File: config.mk
export PLATFORM = sky130hd
export DESIGN_NAME = crc8_frame_receiver_flat
export DESIGN_NICKNAME = d
export VERILOG_FILES = /design/src/hdl/crc8fr_pkg.sv /design/src/hdl/crc8fr_if.sv /design/src/hdl/crc8fr_cfg_regs.sv /design/src/hdl/crc8fr_parser.sv /design/src/hdl/crc8_frame_receiver.sv /design/src/flat_wrapper.sv
export VERILOG_INCLUDE_DIRS = /design/src /design/src/hdl
export SDC_FILE = /design/constraint.sdc
export NUM_CORES = 1
export LEC_CHECK = 0
export BUFFER_PORTS_ARGS = -buffer_cell sky130_fd_sc_hd__buf_2
export CAP_MARGIN = 30
export CORE_UTILIZATION = 59
export CTS_BUF_LIST = sky130_fd_sc_hd__clkbuf_16
export CTS_CLUSTER_SIZE = 12
export DETAILED_ROUTE_END_ITERATION = 6
export PLACE_DENSITY = 0.81
export SETUP_SLACK_MARGIN = 0.3
export SKIP_LAST_GASP = 1
export SLEW_MARGIN = 30
export SYNTH_ARGS = -nofsm -noshare
export SYNTH_HDL_FRONTEND = slang
export SYNTH_SLANG_ARGS = --single-unit
export TNS_END_PERCENT = 50
File: constraint.sdc
create_clock -name clk_i -period 6.5 [get_ports clk_i]
set_clock_uncertainty 0.2 [all_clocks]
set_input_delay 0.975 -clock clk_i [delete_from_list [all_inputs] [get_ports clk_i]]
set_output_delay 0.975 -clock clk_i [all_outputs]
set_load 0.02 [all_outputs]
File: src/hdl/crc8_frame_receiver_assert.svh
// Assertion helpers shared by the frame receiver RTL.
`ifndef CRC8_FRAME_RECEIVER_ASSERT_SVH
`define CRC8_FRAME_RECEIVER_ASSERT_SVH

// Generic form: explicit clock and active-low reset.
`define CRC8FR_ASSERT_CLK(lbl, clk, rst_n, prop, msg) \
  lbl: assert property (@(posedge clk) disable iff (!rst_n) prop) else $error(msg);

// Common form: the block's own clk_i / rst_ni.
`define CRC8FR_ASSERT(lbl, prop, msg) \
  `CRC8FR_ASSERT_CLK(lbl, clk_i, rst_ni, prop, msg)

`endif

File: src/hdl/crc8fr_pkg.sv
`timescale 1ns / 1ps
`default_nettype none

package crc8fr_pkg;

  localparam int unsigned COUNT_BITS = 32;
  localparam int unsigned OUT_CNT_W  = 32;
  localparam int unsigned CFG_IDX_W  = 2;
  localparam int unsigned CFG_DATA_W = 8;

  localparam logic [7:0] CRC_POLY     = 8'h07;
  localparam logic [7:0] CRC_MSB_MASK = 8'h80;

  localparam logic [7:0] START_BYTE_RST  = 8'd170;
  localparam logic [7:0] MAX_PAYLOAD_RST = 8'd251;

  typedef enum logic [CFG_IDX_W-1:0] {
    CFG_START_BYTE  = 2'd0,
    CFG_MAX_PAYLOAD = 2'd1
  } cfg_idx_e;

  typedef enum logic [2:0] {
    EV_NONE   = 3'd0,
    EV_DATA   = 3'd1,
    EV_GOOD   = 3'd2,
    EV_BADCRC = 3'd3,
    EV_REJECT = 3'd4
  } event_e;

  typedef struct packed {
    logic [7:0] start_byte;
    logic [7:0] max_payload_len;
  } cfg_t;

  typedef struct packed {
    event_e                 event_res;
    logic [7:0]             payload_byte;
    logic [7:0]             payload_index;
    logic [7:0]             frame_type;
    logic [7:0]             frame_length;
    logic [OUT_CNT_W-1:0]   good_frames;
    logic [OUT_CNT_W-1:0]   bad_crc_frames;
  } res_t;

  // CRC-8, poly 0x07, MSB first, one byte per call.
  function automatic logic [7:0] crc8_update(input logic [7:0] crc, input logic [7:0] b);
    logic [7:0] c;
    c = crc ^ b;
    for (int k = 0; k < 8; k++) begin
      if ((c & CRC_MSB_MASK) != 8'd0) begin
        c = (c << 1) ^ CRC_POLY;
      end else begin
        c = c << 1;
      end
    end
    return c;
  endfunction

endpackage

`default_nettype wire

File: src/hdl/crc8fr_if.sv
`timescale 1ns / 1ps
`default_nettype none

// Received byte channel.
interface crc8fr_byte_if;
  logic       valid;
  logic       ready;
  logic [7:0] rx_byte;

  modport source (output valid, output rx_byte, input ready);
  modport sink   (input valid, input rx_byte, output ready);
endinterface

// Result channel, one result per received byte.
interface crc8fr_res_if;
  logic                             valid;
  logic                             ready;
  logic [2:0]                       event_res;
  logic [7:0]                       payload_byte;
  logic [7:0]                       payload_index;
  logic [7:0]                       frame_type;
  logic [7:0]                       frame_length;
  logic [crc8fr_pkg::OUT_CNT_W-1:0] good_frames;
  logic [crc8fr_pkg::OUT_CNT_W-1:0] bad_crc_frames;

  modport source (output valid, output event_res, output payload_byte,
                  output payload_index, output frame_type, output frame_length,
                  output good_frames, output bad_crc_frames, input ready);
  modport sink   (input valid, input event_res, input payload_byte,
                  input payload_index, input frame_type, input frame_length,
                  input good_frames, input bad_crc_frames, output ready);
endinterface

`default_nettype wire

File: src/hdl/crc8fr_cfg_regs.sv
`timescale 1ns / 1ps
`default_nettype none

module crc8fr_cfg_regs (
  input  wire logic                              clk_i,
  input  wire logic                              rst_ni,
  input  wire logic                              cfg_we_i,
  input  wire logic [crc8fr_pkg::CFG_IDX_W-1:0]  cfg_idx_i,
  input  wire logic [crc8fr_pkg::CFG_DATA_W-1:0] cfg_wdata_i,
  output crc8fr_pkg::cfg_t                       cfg_o
);

  crc8fr_pkg::cfg_t cfg_q;

  always_ff @(posedge clk_i or negedge rst_ni) begin
    if (!rst_ni) begin
      cfg_q.start_byte      <= crc8fr_pkg::START_BYTE_RST;
      cfg_q.max_payload_len <= crc8fr_pkg::MAX_PAYLOAD_RST;
    end else if (cfg_we_i) begin
      // Indices past the list are dropped.
      unique case (cfg_idx_i)
        crc8fr_pkg::CFG_START_BYTE:  cfg_q.start_byte      <= cfg_wdata_i[7:0];
        crc8fr_pkg::CFG_MAX_PAYLOAD: cfg_q.max_payload_len <= cfg_wdata_i[7:0];
        default: ;
      endcase
    end
  end

  assign cfg_o = cfg_q;

endmodule

`default_nettype wire

File: src/hdl/crc8fr_parser.sv
`timescale 1ns / 1ps
`default_nettype none

`include "crc8_frame_receiver_assert.svh"

module crc8fr_parser (
  input  wire logic       clk_i,
  input  wire logic       rst_ni,
  input  wire crc8fr_pkg::cfg_t cfg_i,
  input  wire logic       byte_valid_i,
  input  wire logic [7:0] byte_i,
  output logic            byte_take_o,
  output logic            res_valid_o,
  input  wire logic       res_ready_i,
  output crc8fr_pkg::res_t res_o
);

  localparam int unsigned CntW = crc8fr_pkg::COUNT_BITS;

  typedef enum logic [2:0] {
    PH_HUNT    = 3'd0,
    PH_LEN     = 3'd1,
    PH_TYPE    = 3'd2,
    PH_PAYLOAD = 3'd3,
    PH_CRC     = 3'd4
  } phase_e;

  phase_e            phase_q, phase_d;
  logic [7:0]        len_q, len_d;
  logic [7:0]        type_q, type_d;
  logic [7:0]        seen_q, seen_d;
  logic [7:0]        crc_q, crc_d;
  logic [CntW-1:0]   good_q, good_d;
  logic [CntW-1:0]   bad_q, bad_d;
  logic              res_valid_q;
  crc8fr_pkg::res_t  res_q, res_d;
  crc8fr_pkg::event_e ev;
  logic [7:0]        pbyte, pidx, crc_next;
  logic              take;

  // Result slot is free, or is being drained this cycle.
  assign take        = byte_valid_i && (!res_valid_q || res_ready_i);
  assign byte_take_o = take;
  assign crc_next    = crc8fr_pkg::crc8_update(crc_q, byte_i);

  always_comb begin
    phase_d = phase_q;
    len_d   = len_q;
    type_d  = type_q;
    seen_d  = seen_q;
    crc_d   = crc_q;
    good_d  = good_q;
    bad_d   = bad_q;
    ev      = crc8fr_pkg::EV_NONE;
    pbyte   = 8'd0;
    pidx    = 8'd0;
    unique case (phase_q)
      PH_LEN: begin
        len_d = byte_i;
        if (byte_i > cfg_i.max_payload_len) begin
          ev      = crc8fr_pkg::EV_REJECT;
          phase_d = PH_HUNT;
        end else begin
          crc_d   = crc_next;
          phase_d = PH_TYPE;
        end
      end
      PH_TYPE: begin
        type_d  = byte_i;
        seen_d  = 8'd0;
        crc_d   = crc_next;
        phase_d = (len_q == 8'd0) ? PH_CRC : PH_PAYLOAD;
      end
      PH_PAYLOAD: begin
        ev     = crc8fr_pkg::EV_DATA;
        pbyte  = byte_i;
        pidx   = seen_q;
        crc_d  = crc_next;
        seen_d = seen_q + 8'd1;
        if (seen_d >= len_q) begin
          phase_d = PH_CRC;
        end
      end
      PH_CRC: begin
        if (crc_q == byte_i) begin
          ev     = crc8fr_pkg::EV_GOOD;
          good_d = good_q + {{(CntW-1){1'b0}}, 1'b1};
        end else begin
          ev    = crc8fr_pkg::EV_BADCRC;
          bad_d = bad_q + {{(CntW-1){1'b0}}, 1'b1};
        end
        phase_d = PH_HUNT;
      end
      default: begin
        // hunt: a start byte opens a frame and clears the frame state
        if (byte_i == cfg_i.start_byte) begin
          len_d   = 8'd0;
          type_d  = 8'd0;
          seen_d  = 8'd0;
          crc_d   = 8'd0;
          phase_d = PH_LEN;
        end else begin
          phase_d = PH_HUNT;
        end
      end
    endcase

    res_d.event_res      = ev;
    res_d.payload_byte   = pbyte;
    res_d.payload_index  = pidx;
    res_d.frame_type     = type_d;
    res_d.frame_length   = len_d;
    res_d.good_frames    = crc8fr_pkg::OUT_CNT_W'(good_d);
    res_d.bad_crc_frames = crc8fr_pkg::OUT_CNT_W'(bad_d);
  end

  always_ff @(posedge clk_i or negedge rst_ni) begin
    if (!rst_ni) begin
      phase_q     <= PH_HUNT;
      len_q       <= 8'd0;
      type_q      <= 8'd0;
      seen_q      <= 8'd0;
      crc_q       <= 8'd0;
      good_q      <= '0;
      bad_q       <= '0;
      res_valid_q <= 1'b0;
    end else begin
      if (take) begin
        phase_q     <= phase_d;
        len_q       <= len_d;
        type_q      <= type_d;
        seen_q      <= seen_d;
        crc_q       <= crc_d;
        good_q      <= good_d;
        bad_q       <= bad_d;
        res_valid_q <= 1'b1;
      end else if (res_ready_i) begin
        res_valid_q <= 1'b0;
      end
    end
  end

  always_ff @(posedge clk_i) begin
    if (take) begin
      res_q <= res_d;
    end
  end

  assign res_valid_o = res_valid_q;
  assign res_o       = res_q;

  `CRC8FR_ASSERT(a_payload_in_bounds,
    (phase_q == PH_PAYLOAD) |-> (seen_q < len_q),
    "payload count reached length inside payload phase")
  `CRC8FR_ASSERT(a_data_index_ok,
    (res_valid_q && res_q.event_res == crc8fr_pkg::EV_DATA)
      |-> (res_q.payload_index < res_q.frame_length),
    "payload index beyond frame length")
  `CRC8FR_ASSERT(a_good_only_on_verdict,
    !(take && ev == crc8fr_pkg::EV_GOOD) |=> $stable(good_q),
    "good counter moved without a good verdict")
  `CRC8FR_ASSERT(a_bad_only_on_verdict,
    !(take && ev == crc8fr_pkg::EV_BADCRC) |=> $stable(bad_q),
    "crc error counter moved without a crc error")

endmodule

`default_nettype wire

File: src/hdl/crc8_frame_receiver.sv
// crc8_frame_receiver: SOF / length / type / payload / CRC-8 frame parser.
// Channels: rx_i takes one received byte per transfer (valid/ready);
//   res_o returns exactly one result per byte, in order: an event code
//   (none, payload byte, frame good, crc error, length rejected), the
//   payload byte and its index, the current type and length, and the
//   good / bad-crc frame counters.
// Config: cfg_we_i/cfg_idx_i/cfg_wdata_i write start_byte (0) or
//   max_payload_len (1); other indices are ignored. Write while idle.
// Path: each byte passes the input register, then the parse logic into
//   the result register.
// Throughput: one byte per cycle while res_o.ready is high; the CRC-8
//   byte update and the phase decode fit in the single stage between
//   the two registers.
// Stall: rx_i.ready drops only when both the input register and the
//   result register are full and res_o.ready is low; nothing is lost.
// Reset (rst_ni, async low): parser hunts for a start byte, frame state
//   and counters are zero, start_byte = 0xAA, max_payload_len = 251.
`timescale 1ns / 1ps
`default_nettype none

`include "crc8_frame_receiver_assert.svh"

module crc8_frame_receiver (
  input  wire logic                              clk_i,
  input  wire logic                              rst_ni,
  input  wire logic                              cfg_we_i,
  input  wire logic [crc8fr_pkg::CFG_IDX_W-1:0]  cfg_idx_i,
  input  wire logic [crc8fr_pkg::CFG_DATA_W-1:0] cfg_wdata_i,
  crc8fr_byte_if.sink                            rx_i,
  crc8fr_res_if.source                           res_o
);

  crc8fr_pkg::cfg_t cfg;
  crc8fr_pkg::res_t res;
  logic             s1_valid_q;
  logic [7:0]       s1_byte_q;
  logic             byte_take;
  logic             res_valid;
  logic             rx_xfer;

  crc8fr_cfg_regs u_cfg (
    .clk_i       (clk_i),
    .rst_ni      (rst_ni),
    .cfg_we_i    (cfg_we_i),
    .cfg_idx_i   (cfg_idx_i),
    .cfg_wdata_i (cfg_wdata_i),
    .cfg_o       (cfg)
  );

  // Input register: refills in the same cycle the parser takes its byte.
  assign rx_i.ready = !s1_valid_q || byte_take;
  assign rx_xfer    = rx_i.valid && rx_i.ready;

  always_ff @(posedge clk_i or negedge rst_ni) begin
    if (!rst_ni) begin
      s1_valid_q <= 1'b0;
    end else begin
      if (rx_xfer) begin
        s1_valid_q <= 1'b1;
      end else if (byte_take) begin
        s1_valid_q <= 1'b0;
      end
    end
  end

  always_ff @(posedge clk_i) begin
    if (rx_xfer) begin
      s1_byte_q <= rx_i.rx_byte;
    end
  end

  crc8fr_parser u_parser (
    .clk_i        (clk_i),
    .rst_ni       (rst_ni),
    .cfg_i        (cfg),
    .byte_valid_i (s1_valid_q),
    .byte_i       (s1_byte_q),
    .byte_take_o  (byte_take),
    .res_valid_o  (res_valid),
    .res_ready_i  (res_o.ready),
    .res_o        (res)
  );

  assign res_o.valid          = res_valid;
  assign res_o.event_res      = res.event_res;
  assign res_o.payload_byte   = res.payload_byte;
  assign res_o.payload_index  = res.payload_index;
  assign res_o.frame_type     = res.frame_type;
  assign res_o.frame_length   = res.frame_length;
  assign res_o.good_frames    = res.good_frames;
  assign res_o.bad_crc_frames = res.bad_crc_frames;

  // An empty result register must never hold off the input side.
  `CRC8FR_ASSERT(a_ready_when_res_empty,
    !res_valid |-> rx_i.ready,
    "input stalled with empty result register")
  // A buffered byte always moves on once the result side drains.
  `CRC8FR_ASSERT(a_take_on_drain,
    (s1_valid_q && res_o.ready) |-> byte_take,
    "buffered byte not taken while output drains")

endmodule

`default_nettype wire
File: src/flat_wrapper.sv
// flat-port wrapper written by rule: the top's interface ports become plain ports
module crc8_frame_receiver_flat 
  (clk_i, rst_ni, cfg_we_i, cfg_idx_i, cfg_wdata_i, rx_i_valid, rx_i_rx_byte, rx_i_ready, res_o_valid, res_o_event_res, res_o_payload_byte, res_o_payload_index, res_o_frame_type, res_o_frame_length, res_o_good_frames, res_o_bad_crc_frames, res_o_ready);
  crc8fr_byte_if rx_i_i ();
  crc8fr_res_if res_o_i ();
  input  wire logic clk_i;
  input  wire logic rst_ni;
  input  wire logic cfg_we_i;
  input  wire logic [crc8fr_pkg::CFG_IDX_W-1:0] cfg_idx_i;
  input  wire logic [crc8fr_pkg::CFG_DATA_W-1:0] cfg_wdata_i;
  input wire logic [$bits(rx_i_i.valid)-1:0] rx_i_valid;
  input wire logic [$bits(rx_i_i.rx_byte)-1:0] rx_i_rx_byte;
  output wire logic [$bits(rx_i_i.ready)-1:0] rx_i_ready;
  output wire logic [$bits(res_o_i.valid)-1:0] res_o_valid;
  output wire logic [$bits(res_o_i.event_res)-1:0] res_o_event_res;
  output wire logic [$bits(res_o_i.payload_byte)-1:0] res_o_payload_byte;
  output wire logic [$bits(res_o_i.payload_index)-1:0] res_o_payload_index;
  output wire logic [$bits(res_o_i.frame_type)-1:0] res_o_frame_type;
  output wire logic [$bits(res_o_i.frame_length)-1:0] res_o_frame_length;
  output wire logic [$bits(res_o_i.good_frames)-1:0] res_o_good_frames;
  output wire logic [$bits(res_o_i.bad_crc_frames)-1:0] res_o_bad_crc_frames;
  input wire logic [$bits(res_o_i.ready)-1:0] res_o_ready;
  assign rx_i_i.valid = rx_i_valid;
  assign rx_i_i.rx_byte = rx_i_rx_byte;
  assign rx_i_ready = rx_i_i.ready;
  assign res_o_valid = res_o_i.valid;
  assign res_o_event_res = res_o_i.event_res;
  assign res_o_payload_byte = res_o_i.payload_byte;
  assign res_o_payload_index = res_o_i.payload_index;
  assign res_o_frame_type = res_o_i.frame_type;
  assign res_o_frame_length = res_o_i.frame_length;
  assign res_o_good_frames = res_o_i.good_frames;
  assign res_o_bad_crc_frames = res_o_i.bad_crc_frames;
  assign res_o_i.ready = res_o_ready;
  crc8_frame_receiver u_core (.clk_i(clk_i), .rst_ni(rst_ni), .cfg_we_i(cfg_we_i), .cfg_idx_i(cfg_idx_i), .cfg_wdata_i(cfg_wdata_i), .rx_i(rx_i_i), .res_o(res_o_i));
endmodule
==> out/metrics.yaml <==
crit_fanout: 35
tritoncts: "done"
grt.overflow.total: 0
antenna_found_initial: 0
ir_drop_uv: 219
syn_inst: 871
start_util_pct: 60.7
vias: 7010
row_count: 48
pin_count: 124
cts_hold_buf: 0
numClockSinks: 224
ys_warn_count: 0
instances_no_fill: 1227
clk_pin_slew_worst_paths_ps: 60
layout-drive-gt1-share_pct: 20.5
worstHoldStart: "u_core.u_parser.good_q[31]"
rsz0062_at_grt: "no"
syn_to_final_growth_pct: 14.1
synth_area_leaders: "edfxtp_1 (31%), dfrtp_1 (25%), xnor2_1 (7.6%)"
synth.avg_cell_area_um2: 12.1
cts_setup_buffers: 0
synthArstFlopShare_pct: 52.2
run_status: "completed"
p_leak_nw: 5.34
synth_enable_flop_cells: 107
grt_pass1_vias: 6801
nFillCells: 1238
ys_types: 56
reg2reg_depth: 7
hpwl_mm: 13.8
portBuffers: 123
place_congestion: 0.832
fmax_mhz: 267
slew_headroom_pct: 34.7
finish.utilization_pct: 69.2
synth_nets: 916
cts_made_buffers: 24
dr.pass1.iters: 5
die-area_um2: 18400
met1_usage_pct: 31.8
core_area_um2: 17400
r2r_start: "u_core.u_parser.phase_q[1]"
vias_per_cell: 5.71
grt-busiest-layer: "met2"
worst_pin_slew_ps: 979
num-nets-final: 1029
yosysMostFrequentCell: "edfxtp_1"
ys_ff_latch: 224
die_y_um: 136
start_kind: "register"
synth_area_um2: 10500
finalHoldViolCount: 0
cp.arrival_ps: 3790
regArea_um2: 6150
grt_max_degree: 89
hp-class: "reg2reg"
worstSetupEndpointType: "register"
finalSetupTns_ps: 0
cts_root_buf: "clkbuf_16"
fin_ws_ps: 2760
ctsResizeCount: 0
drcViolationCount: 0
pre_cts_ws_ps: 2810
synth-main-ff-cell: "edfxtp_1"
clk_latency_ps: 510
met3_usage_pct: 3.25
track_usage_pct: 22.8
postRouteWirelength_mm: 20.4
dp_cells: 1183
finalSetupViolCount: 0
period_minus_slack_ps: 3740
met2_usage_pct: 37.1
grt_pass1_wl_mm: 33.3
htree_levels: 1
multi_input_area_um2: 4110
antenna_cells: 0
wl_per_cell_um: 16.6
worstHoldPathCells: 1
synth_top_cell_area_share_pct: 30.5
ant_nets: 0
p_total_mw: 3.25
synthTopCellsByCount: "edfxtp_1 (107), dfrtp_1 (106), xnor2_1 (91)"
critPathRequiredTime_ps: 6560
drtIter0Drc: 521
min_period_over_period_pct: 57.5
crit_type: "reg2reg"
synth-seq-area-share_pct: 58.5
maxCapViolations: 0
clk_path_buf_depth: 3
critPathLaunch: "u_core.u_parser.phase_q[1]"
die-width_um: 136
maxSlewViolCount: 0
synth_largest_area_cell: "edfxtp_1"
power.density_nw_per_um2: 271
cell type report:
class | instances | share of cell area [%]
Sequential cell | 224 | 51.2
Multi-Input combinational cell | 583 | 34.2
Timing Repair Buffer | 126 | 5.33
Clock buffer | 25 | 5.21
Tap cell | 225 | 2.34
Clock inverter | 19 | 0.875
Inverter | 25 | 0.823
kinds of logic after synthesis:
logic type,count (synthesis),synth area share [%]
xor gates and xnor gates,159,13.2
buffers and inverters,64,2.57
AOI/OAI and AO/OA,93,6.30
and+or+nand+nor,285,14.3
DFF,224,58.5
adders and majority gates,22,2.61
muxes,24,2.57
state kept, by name (all words and copies together) (netlist names):
name,count
u_core.u_parser.seen_q,8
u_core.u_parser.type_q,8
u_core.u_parser.len_q,8
u_core.u_parser.good_q,32
u_core.u_parser.bad_q,32
u_core.s1_byte_q,8
u_core.u_cfg.cfg_o,16
u_core.u_parser.res_valid_o,1
u_core.s1_valid_q,1
u_core.u_parser.phase_q,3
u_core.u_parser.crc_q,8
u_core.u_parser.res_o,99
final timing paths:
path	end	slack (ps)
setup / recovery	u_core.u_parser.res_o[15]	2760
hold / removal	u_core.u_parser.good_q[31]	280
setup reg to reg	u_core.u_parser.res_o[15]	2760
hold reg to reg	u_core.u_parser.good_q[31]	280
max in group asynchronous	u_core.u_cfg.cfg_o[12]	4510
min in group asynchronous	u_core.u_parser.bad_q[26]	370
worst max-delay path, stage by stage, from the launching register on:
cell and delay [ps]:
dfrtp_1 750, or3b_4 590, inv_1 110, o31a_1 450, nand4_1 340, nor2_1 670
nand3_1 190, xnor2_1 170
where the power goes:
part / internal [mW] / leakage [nW] / total, mW / switching (mW)
combinational: 0.132 / 2.31 / 0.339 / 0.208
clock: 0.729 / 0.399 / 1.25 / 0.523
sequential: 1.60 / 2.63 / 1.66 / 0.0618
stage by stage:
stage / hold WS (ps) / area, um^2
final: 284 / 12000
after global routing: 299 / 12000
after CTS: 288 / 12000
after detailed placement: 276 / 11300
after global placement: 275 / 11300
after floorplan: 261 / 10500
routing by layer:
layer,wire length (um),up-vias,part of all wire (%)
met5,0,-,0
met4,443,0,2.2
met3,1120,40,5.5
met2,9850,218,48
met1,8950,3436,44
li1,-,3316,-
layout by cell type, fill, tap and decap left out, types with 24 or more instances in the layout:
cell type    n
a22o_1      25
and3_1      25
buf_2      122
clkbuf_16   25
dfrtp_1    106
edfxtp_1   107
inv_1       35
mux2_2      24
nand2_1     64
nand3_1     39
nand4_1     26
nor2_1      70
xnor2_1     91
xor2_1      68
(Power assumes the default switching activity.)
